===== config.mk =====
export PLATFORM = sky130hd
export DESIGN_NAME = st_cell
export DESIGN_NICKNAME = d
export VERILOG_FILES = /design/src/sv/st_pkg.sv /design/src/sv/st_cell.sv
export SDC_FILE = /design/constraint.sdc
export NUM_CORES = 1
export LEC_CHECK = 0
export ABC_CLOCK_PERIOD_IN_PS = 6600
export CAP_MARGIN = 40
export CORE_MARGIN = 5
export CORE_UTILIZATION = 55
export CTS_BUF_LIST = sky130_fd_sc_hd__clkbuf_8 sky130_fd_sc_hd__clkbuf_16
export CTS_CLUSTER_SIZE = 30
export DETAILED_ROUTE_END_ITERATION = 10
export DONT_BUFFER_PORTS = 1
export PLACE_DENSITY = 0.7
export SLEW_MARGIN = 10
export SYNTH_ARGS = -nofsm -noshare
export SYNTH_HDL_FRONTEND = slang
export SYNTH_SLANG_ARGS = --single-unit

===== constraint.sdc =====
create_clock -name clk -period 6.6 [get_ports clk]
set_input_delay 0.99 -clock clk [delete_from_list [all_inputs] [get_ports clk]]
set_output_delay 0.99 -clock clk [all_outputs]
set_load 0.01 [all_outputs]

===== src/sv/st_pkg.sv =====
// shared types and constants for the span tracker
`default_nettype none

package st_pkg;

    // fixed field widths
    localparam int VALUE_W          = 32;
    localparam int COUNT_W          = 11;
    localparam int TDATA_W          = 80;
    localparam int TUSER_W          = 2;
    localparam int CAPACITY_DEFAULT = 1024;

    // flipping the sign bit makes unsigned order match signed order
    localparam logic [VALUE_W-1:0] SIGN_BIAS = {1'b1, {(VALUE_W-1){1'b0}}};
    localparam logic [VALUE_W-1:0] GAP_INIT  = {VALUE_W{1'b1}};

    // status codes
    localparam logic STATUS_STORED = 1'b0;
    localparam logic STATUS_FULL   = 1'b1;

    // one item travelling down the cell row
    typedef struct packed {
        logic               valid;
        logic               status;
        logic [COUNT_W-1:0] slot;
        logic [COUNT_W-1:0] count;
        logic [VALUE_W-1:0] value;
        logic [VALUE_W-1:0] gap;
        logic [VALUE_W-1:0] span;
    } item_t;

endpackage

`default_nettype wire


===== src/sv/st_cell.sv =====
// one cell of the row: holds one value and folds its gap into a passing item
`default_nettype none

module st_cell #(
    parameter int INDEX = 0
) (
    input  wire logic         clk,
    input  wire logic         rst_n,
    input  wire logic         advance,
    input  wire st_pkg::item_t item_in,
    output st_pkg::item_t     item_out
);
    import st_pkg::*;

    logic [VALUE_W-1:0] stored_reg;
    item_t              item_reg;
    item_t              item_next;
    logic [VALUE_W-1:0] diff;
    logic               cmp_en;
    logic               store_en;

    // gap against the held value, only for items placed above this slot
    always_comb
    begin
        cmp_en   = item_in.valid && (item_in.status == STATUS_STORED)
                   && (32'(item_in.slot) > 32'(INDEX));
        store_en = advance && item_in.valid && (item_in.status == STATUS_STORED)
                   && (32'(item_in.slot) == 32'(INDEX));
        diff     = (item_in.value > stored_reg) ? (item_in.value - stored_reg)
                                                : (stored_reg - item_in.value);
        item_next = item_in;
        if (cmp_en && (diff < item_in.gap))
        begin
            item_next.gap = diff;
        end
    end

    // held value, written once by the item whose slot matches
    always_ff @(posedge clk)
    begin
        if (store_en)
        begin
            stored_reg <= item_in.value;
        end
    end

    // stage register toward the next cell
    always_ff @(posedge clk or negedge rst_n)
    begin
        if (!rst_n)
        begin
            item_reg.valid <= 1'b0;
        end
        else if (advance)
        begin
            item_reg <= item_next;
        end
    end

    assign item_out = item_reg;

endmodule

`default_nettype wire


==> results of run 1 <==
==> routing by layer <==
metal / vias to the layer above / routed length, um
met5: - / 0
met4: 0 / 947
met3: 51 / 2137
met2: 315 / 11280
met1: 3042 / 10290
li1: 3049 / -
==> layout by cell type (no fill, tap or decap), drive strengths merged, types with 18 or more instances in the layout <==
cell type / Yosys / final
edfxtp: 151 / 151
nand2: 52 / 52
nor2: 38 / 38
mux2: 26 / 26
a21o: 20 / 20
xnor2: 22 / 22
a21oi: 73 / 73
inv: 107 / 114
ha: 94 / 94
o21ai: 46 / 46
nand4: 18 / 18
==> how the worst max path moves through the flow <==
stage,to
after floorplan,item_out[39]
after global placement,item_out[56]
after detailed placement,item_out[60]
after CTS,item_out[60]
after global routing,item_out[60]
final,item_out[60]
==> area by class of cell <==
cell class                 count  area [um2]  area share, %
timing repair buffer           6       57.56         0.5741
tap                          220       275.3          2.746
multi-input combinational    548        4144          41.33
clock buffer                  17       425.4          4.243
sequential                   152        4559          45.48
clock inverter                15       162.7          1.622
inverter                     107       401.6          4.006
==> cells by family after synthesis <==
logic type                 Yosys count  synth area share (%)
AOI/OAI and AO/OA                  220                 15.35
and+or+nand+nor                    159                 8.275
DFF                                152                 49.11
buffers and inverters              141                 6.307
adders and majority gates           96                 13.10
muxes                               43                 5.027
xor gates and xnor gates            30                 2.830
==> per-stage QoR <==
stage | power, uW | instances | cell area [um2]
5_1_grt | 2571 | 1065 | 10030
6_report | 2472 | 1065 | 10030
3_3_place_gp | 1514 | 1032 | 9418
2_1_floorplan | 1434 | 841 | 9284
4_1_cts | 2485 | 1064 | 10010
3_5_place_dp | 1524 | 1032 | 9418
==> synthesized netlist by cell type, types with 3 or more instances <==
cell type,instances,area [um2]
nand4_1,18,112.6
or3_1,3,18.77
a31oi_1,10,62.56
a21boi_0,3,22.52
clkbuf_1,8,30.03
a31o_2,3,26.28
o31ai_1,3,22.52
and2_1,3,18.77
a21o_1,20,150.1
nor2b_1,8,50.05
nand2b_1,5,31.28
o21a_1,4,30.03
o21ai_1,3,15.01
buf_2,20,100.1
nor2_1,38,142.6
nand2_1,51,191.4
o21ai_0,43,215.2
buf_6,3,33.78
xnor2_1,22,192.7
nor3_1,8,40.04
a211oi_1,11,82.58
nand3_1,13,65.06
a21oi_1,73,365.4
o21bai_1,13,97.59
a221oi_1,4,35.03
ha_1,94,1176
mux2i_1,17,170.2
mux2_2,25,281.5
edfxtp_1,151,4534
xor2_1,8,70.07
o211ai_1,9,67.56
inv_1,107,401.6
nor4_1,3,18.77
==> critical path, delay by kind of cell <==
family / cells / cell delay (ps)
buf+inv: 2 / 290
xor+xnor: 1 / 200
fa+ha+maj: 2 / 770
compound gates: 7 / 1240
mux: 3 / 810
simple gates: 4 / 1760
==> report_power, final <==
part	switching (uW)	internal, uW	total (uW)	leakage [uW]
Clock	430	534	964	0.000284
Sequential	48.3	1120	1170	0.00142
Combinational	203	132	335	0.00241
==> results.toml, run 1 <==
[floorplanning]
ios = 243
core-area_um2 = 16580
start_util_pct = 55.98
dieArea_um2 = 19580
die_x_um = 139.9
rows = 47
dieHeight_um = 139.9

[grt]
grtUsageTotal_pct = 24.74
grt_use_met2_pct = 39.05
grt_overflow = 0
top_usage_layer = "met2"
grt_pass1_wl_um = 37360
antenna_found_initial = 0
grt_use_met1_pct = 31.40
grt_max_degree = 79
grt_pass1_vias = 6458
grt_util_met3_pct = 7.941

[clock_tree]
h-tree-depth = 4
cts_setup_buffers = 0
clk_pin_slew_ps = 60
cts_num_sinks = 152
worst_skew_pair.late_latency_ps = 430
cts_made_buffers = 17
cts_buffer_depth = 2
hold_buffers = 0
cts_root_buf = "clkbuf_16"
cts.repair.resized = 0
cts_tree = "done"

[drt]
first_iter_violations = 421
drtAntennaViolNets = 0
wl_per_cell_um = 23.15
drc = 0
drt_wl_total_um = 24650
vias = 6457
vias_per_cell = 6.063
drtPass1Iterations = 5

[setup_path]
cp.arrival_ps = 6120
reg2reg_to = "item_out[60]"
startpoint = "item_in[84]"
slowest_delay_ps = 640
rr_startpoint = "stored_reg[20]"
worstPathCellList = "inv_1, ha_1, nand2_1, nor4_1, and3_1, mux2i_1, nand2_4, mux2i_1, xnor2_1, ha_1, a21o_1, a31oi_1, o21ai_0, a211oi_1, o21bai_1, a31oi_1, o31a_1, buf_4, mux2_2"
crit_type = "primary input to register"
slowest_stage = "nor4_1"
rrSetupSlack_ps = 830
endpoint_kind = "register"
path_max_fanout = 45
r2r_cells = 18
required_ps = 6780
cp-start-kind = "primary input"

[placement]
io_buffers = 0
gp_congestion = 0.9645
dp_hpwl_um = 19490
dpl_worst_slack_ps = 337.9

[timing]
relSlewSlack_pct = 54.63
post-route-min-period_ps = 5943
finalClockSkew_ps = 10.85
max_freq_mhz = 168.3
tns_ps = 0
whs_ps = 253.8
period_share_pct = 90.04
slew_viol_final = 0
worst_pin_slew_ps = 675.3
hold_violations = 0
finalWorstSetupSlack_ps = 657.4
rsz0062_at_grt = "false"
finalSetupViolCount = 0

[yosys]
synth_cell_type_count = 63
syn_area_um2 = 9284
synth_edf_count = 151
syn_inst = 841
synth.avg_cell_area_um2 = 11.04
synth_seq_cells = 152
yosys_warnings = 0
synthFlopType = "edfxtp_1"
synth_nets = 1060
seq_area_frac_synth_pct = 49.11
async_flop_share_pct = 0.6579

[outcome]
status = "completed"

[finish]
antenna_cells = 0
fin_util_pct = 60.46
area.growth.synth_to_final_pct = 7.992
largest_reg_flops = 120
nets = 1051
drive_gt1_share_pct = 9.231
fillers = 1381

[power]
p_per_area_nw_per_um2 = 246.5
ir_worst_vdd_mv = 0.1701
leakagePower_uw = 0.004107

[job]
drv_cap = 0

[worst_hold_path]
hold_class = "primary input to asynchronous set/reset pin"
(Power assumes the default switching activity.)
==> inputs of run 2 (changes only) <==
Settings changed: CORE_UTILIZATION 55 to 50, PLACE_DENSITY 0.7 to default, SLEW_MARGIN 10 to default.
==> run 2 against run 1 <==
Sequential share of layout area decreased by 0.073 points. Maximum frequency increased by 3.7%. Final area increased by 0.16%. Cell count increased by 0.94%. Core utilization is 5.1 points lower. Via count fell by 1.4%. Flip-flop and latch count stayed put. Combinational power is essentially flat. Sequential power about the same. Largest power group unchanged.
==> results.toml, run 2 (same netlist as run 1, synthesis figures left out) <==
[setup_path]
cp-start-kind = "primary input"
cp.arrival_ps = 5900
endpoint_kind = "register"
path_max_fanout = 41
cp.depth = 20
rrSetupSlack_ps = 1030
required_ps = 6770
crit_type = "primary input to register"
critical_path.top_delay_family = "compound AO/OA/AOI/OAI gates"
slowest_delay_ps = 500
worstPathCellList = "inv_1, ha_1, nand2_1, nor4_1, inv_1, o2111ai_4, nand2_4, buf_4, buf_4, o32a_1, xor2_1, ha_1, a21oi_1, nor2b_1, o21ai_0, o2111ai_1, a21oi_1, o31a_1, buf_12, mux2_2"
r2r_cells = 19
path_buf_inv = 5
slowest_stage = "nor4_1"

[clock_tree]
cts_num_sinks = 152
h-tree-depth = 4
cts.repair.resized = 0
clk_pin_slew_ps = 60
hold_buffers = 0
cts_made_buffers = 17
cts_setup_buffers = 0
cts_root_buf = "clkbuf_16"
cts_buffer_depth = 2
worst_skew_pair.late_latency_ps = 440
cts_tree = "done"

[outcome]
status = "completed"

[drt]
drtPass1Iterations = 5
drtAntennaViolNets = 0
vias_per_cell = 5.923
wl_per_cell_um = 23.05
first_iter_violations = 404
drt_wl_total_um = 24780
vias = 6367
drc = 0

[placement]
gp_congestion = 0.8965
io_buffers = 0
dp_hpwl_um = 19840
dp_cells = 1043

[finish]
nets = 1052
largest_reg_flops = 120
fin_util_pct = 55.34
area.growth.synth_to_final_pct = 8.167
drive_gt1_share_pct = 9.338
mostFrequentLayoutCells = "edfxtp_1 (151), inv_1 (107), ha_1 (94), a21oi_1 (73), nand2_1 (51)"
antenna_cells = 0
final_cell_count_no_fill = 1075
final_common_cell = "edfxtp_1"
fillers = 1590

[grt]
grt_pass1_wl_um = 37720
antenna_found_initial = 0
grt_overflow = 0
grt_max_degree = 64
grtUsageTotal_pct = 22.95
grt_pass1_vias = 6407

[worst_hold_path]
hold_class = "primary input to asynchronous set/reset pin"

[floorplanning]
start_util_pct = 51.16
core-area_um2 = 18150
die_x_um = 146.3
rows = 49
ios = 243
dieHeight_um = 146.3
dieArea_um2 = 21390

[power]
leakagePower_uw = 0.004111
seqPwrFrac_pct = 47.1
pwr-share-clk_pct = 39.5
p_switching_uw = 692.4
internal_power_uw = 1794
combPwrFrac_pct = 13.4
ir_worst_vdd_mv = 0.1618
finalPower_uw = 2486
p_per_area_nw_per_um2 = 247.6
switching_share_pct = 27.85

[timing]
hold_violations = 0
worst_pin_slew_ps = 767.7
tns_ps = 0
finalSetupViolCount = 0
relSlewSlack_pct = 48.82
period_share_pct = 86.79
slew_viol_final = 0
max_freq_mhz = 174.6
rsz0062_at_grt = "false"
post-route-min-period_ps = 5728
finalClockSkew_ps = 19.11

[job]
drv_cap = 0
[run 2: power by group through the flow]
stage                     Clock [uW]  Combinational (uW)  Sequential [uW]
after floorplan                    0                 250             1180
after global placement             0                 328             1190
after detailed placement           0                 332             1190
after CTS                       1000                 333             1170
after global routing            1050                 374             1170
final                            981                 334             1170
[run 2: per-stage QoR]
step           hold slack, ps  area, um2  setup WS [ps]
2_1_floorplan           551.1       9284           1057
3_3_place_gp            585.2       9457          576.9
3_5_place_dp            596.0       9457          483.8
4_1_cts                 238.9      10040          919.4
5_1_grt                 229.5      10040          683.1
6_report                258.6      10040          871.5
[run 2: final timing paths]
path / end / from
min in group clk: item_out[119] / item_out[119]
worst min register to register: item_out[119] / item_out[119]
worst max register to register: item_out[56] / stored_reg[23]
worst min-delay path: item_out[119] / rst_n
worst max-delay path: item_out[56] / item_in[87]
max in group asynchronous: item_out[119] / rst_n
[run 2: final cells by class]
| class | count | area, um2 | share of cell area [%] |
|---|---|---|---|
| clock buffers | 17 | 425.4 | 4.236 |
| clock inverters | 15 | 160.2 | 1.595 |
| inverters | 107 | 401.6 | 4.000 |
| multi-input cells | 548 | 4144 | 41.27 |
| flip-flops and latches | 152 | 4559 | 45.40 |
| well taps | 229 | 286.5 | 2.853 |
| repair buffers | 7 | 65.06 | 0.6479 |
[run 2: per-layer routing]
layer  global-route usage, %  vias up  share of wire (%)
li1                        -     3044                  -
met1                   29.53     3047                 43
met2                   37.42      249                 48
met3                   7.220       27                6.9
met4                   6.820        0                1.9
met5                       0        -                  0
==> inputs of run 3 (changes only) <==
Settings changed: BUFFER_PORTS_ARGS from default to -buffer_cell sky130_fd_sc_hd__buf_2, DONT_BUFFER_PORTS 1 to default, GPL_TIMING_DRIVEN from default to 0, PLACE_DENSITY from default to 0.76.
==> run 3 against run 2 <==
Power up 1.5%. Global-route usage down 0.47 points. Combinational power increased by 36%. First-iteration DRC count is 4.2% higher. Largest cell class unchanged.
==> results.toml, run 3 (same netlist as run 1, synthesis figures left out) <==
[drt]
drtAntennaViolNets = 0
drt_wl_total_um = 24560
vias_per_cell = 5.446
first_iter_violations = 421
wl_per_cell_um = 18.20
drc = 0
drtPass1Iterations = 5
vias = 7346

[grt]
grt_pass1_vias = 7270
antenna_found_initial = 3
grt_pass1_wl_um = 38470
grt_overflow = 0
grt_max_degree = 66
grtUsageTotal_pct = 22.48

[timing]
slew_viol_final = 0
rsz0062_at_grt = "false"
whs_ps = 338.3
relSlewSlack_pct = 50.07
period_share_pct = 95.22
max_freq_mhz = 159.1
hold_violations = 0
worst_pin_slew_ps = 749.0
finalSetupViolCount = 0
finalClockSkew_ps = 16.11
post-route-min-period_ps = 6285

[clock_tree]
worst_skew_pair.late_latency_ps = 440
cts_made_buffers = 17
cts.repair.resized = 0
cts_root_buf = "clkbuf_16"
cts_setup_buffers = 0
hold_buffers = 0
cts_tree = "done"
cts_buffer_depth = 2
clk_pin_slew_ps = 60
cts_num_sinks = 152
h-tree-depth = 4

[finish]
final_common_cell = "buf_2"
nets = 1323
mostFrequentLayoutCells = "buf_2 (262), edfxtp_1 (151), inv_1 (108), ha_1 (94), a21oi_1 (73)"
final_cell_count_no_fill = 1349
area.growth.synth_to_final_pct = 22.94
fin_area_um2 = 11410
largest_reg_flops = 120
fillers = 1512
drive_gt1_share_pct = 30.62

[floorplanning]
start_util_pct = 51.16
rows = 49
dieHeight_um = 146.3
dieArea_um2 = 21390
die_x_um = 146.3
core-area_um2 = 18150
ios = 243

[setup_path]
cp.depth = 24
slowest_stage = "clkbuf_1"
r2r_cells = 22
crit_type = "primary input to register"
cp-start-kind = "primary input"
endpoint_kind = "register"
cp.arrival_ps = 6460
slowest_delay_ps = 580
critical_path.top_delay_family = "compound AO/OA/AOI/OAI gates"
required_ps = 6770
path_max_fanout = 10
path_buf_inv = 7
worstPathCellList = "buf_2, inv_1, ha_1, buf_4, a21oi_1, o21ai_0, o221ai_1, mux2i_1, nand2_4, buf_6, buf_6, mux2i_1, xnor2_1, ha_1, a21o_1, a31oi_1, o21ai_0, a211oi_1, o21bai_1, a31oi_1, o31a_1, clkbuf_1, clkbuf_1, mux2_2"

[power]
p_per_area_nw_per_um2 = 221.2
finalPower_uw = 2525
leakagePower_uw = 0.005148
ir_worst_vdd_mv = 0.1850

[placement]
gp_congestion = 0.8985
io_buffers = 242
dp_cells = 1314
dpl-instance-area_um2 = 10850
dp_hpwl_um = 19490

[worst_hold_path]
hold_class = "primary input to asynchronous set/reset pin"

[job]
drv_cap = 0

[outcome]
status = "completed"
==> run 3: cell count changes in the layout (fill, tap and decap cells not counted), moves of 2 or more <==
cell        delta
inv_8          -2
buf_6          +3
clkinvlp_4     +3
buf_4          -4
clkbuf_1       +8
diode_2        +3
buf_16         +2
buf_2        +262
==> run 3: worst paths after layout <==
check,from,to,slack (ps)
max,item_in[91],item_out[60],320
min,rst_n,item_out[119],340
max reg2reg,stored_reg[27],item_out[60],610
min reg2reg,item_out[119],item_out[119],500
max in group asynchronous,rst_n,item_out[119],6170
min in group clk,item_out[119],item_out[119],500
==> run 3: layer usage <==
layer  share of wire (%)  vias up  global-route usage (%)  wire length [um]
met3                 6.2       31                   4.431              1522
met1                  44     3475                   29.95             10900
li1                    -     3590                       -                 -
met5               0.081        -                       0                20
met2                  48      248                   37.30             11730
met4                 1.6        2                   6.961               391
==> run 3: metrics by stage <==
step | setup WS (ps) | utilization, % | TNS, ps
floorplan | 1057 | - | 0
global placement | -98.69 | 59.41 | -1403
detailed placement | -77.13 | 59.77 | -901.9
CTS | 324.5 | 62.85 | 0
global route | 2.336 | 62.88 | 0
finish | 315.3 | 62.89 | 0
==> run 3: power breakdown <==
part | internal, uW | total, uW | leakage, uW | switching (uW)
logic | 189 | 455 | 0.00347 | 267
registers | 1120 | 1130 | 0.00142 | 11.0
clock network | 494 | 938 | 0.000265 | 443
==> run 3: area by class of cell <==
| class | instances | area (um2) | share of cell area, % |
|---|---|---|---|
| Tap cell | 229 | 286.5 | 2.510 |
| Timing Repair Buffer | 244 | 1266 | 11.09 |
| Clock buffer | 17 | 425.4 | 3.727 |
| Buffer | 34 | 183.9 | 1.611 |
| Multi-Input combinational cell | 548 | 4149 | 36.35 |
| Sequential cell | 152 | 4559 | 39.95 |
| Inverter | 107 | 401.6 | 3.519 |
| Clock inverter | 15 | 133.9 | 1.173 |
| Antenna cell | 3 | 7.507 | 0.06578 |
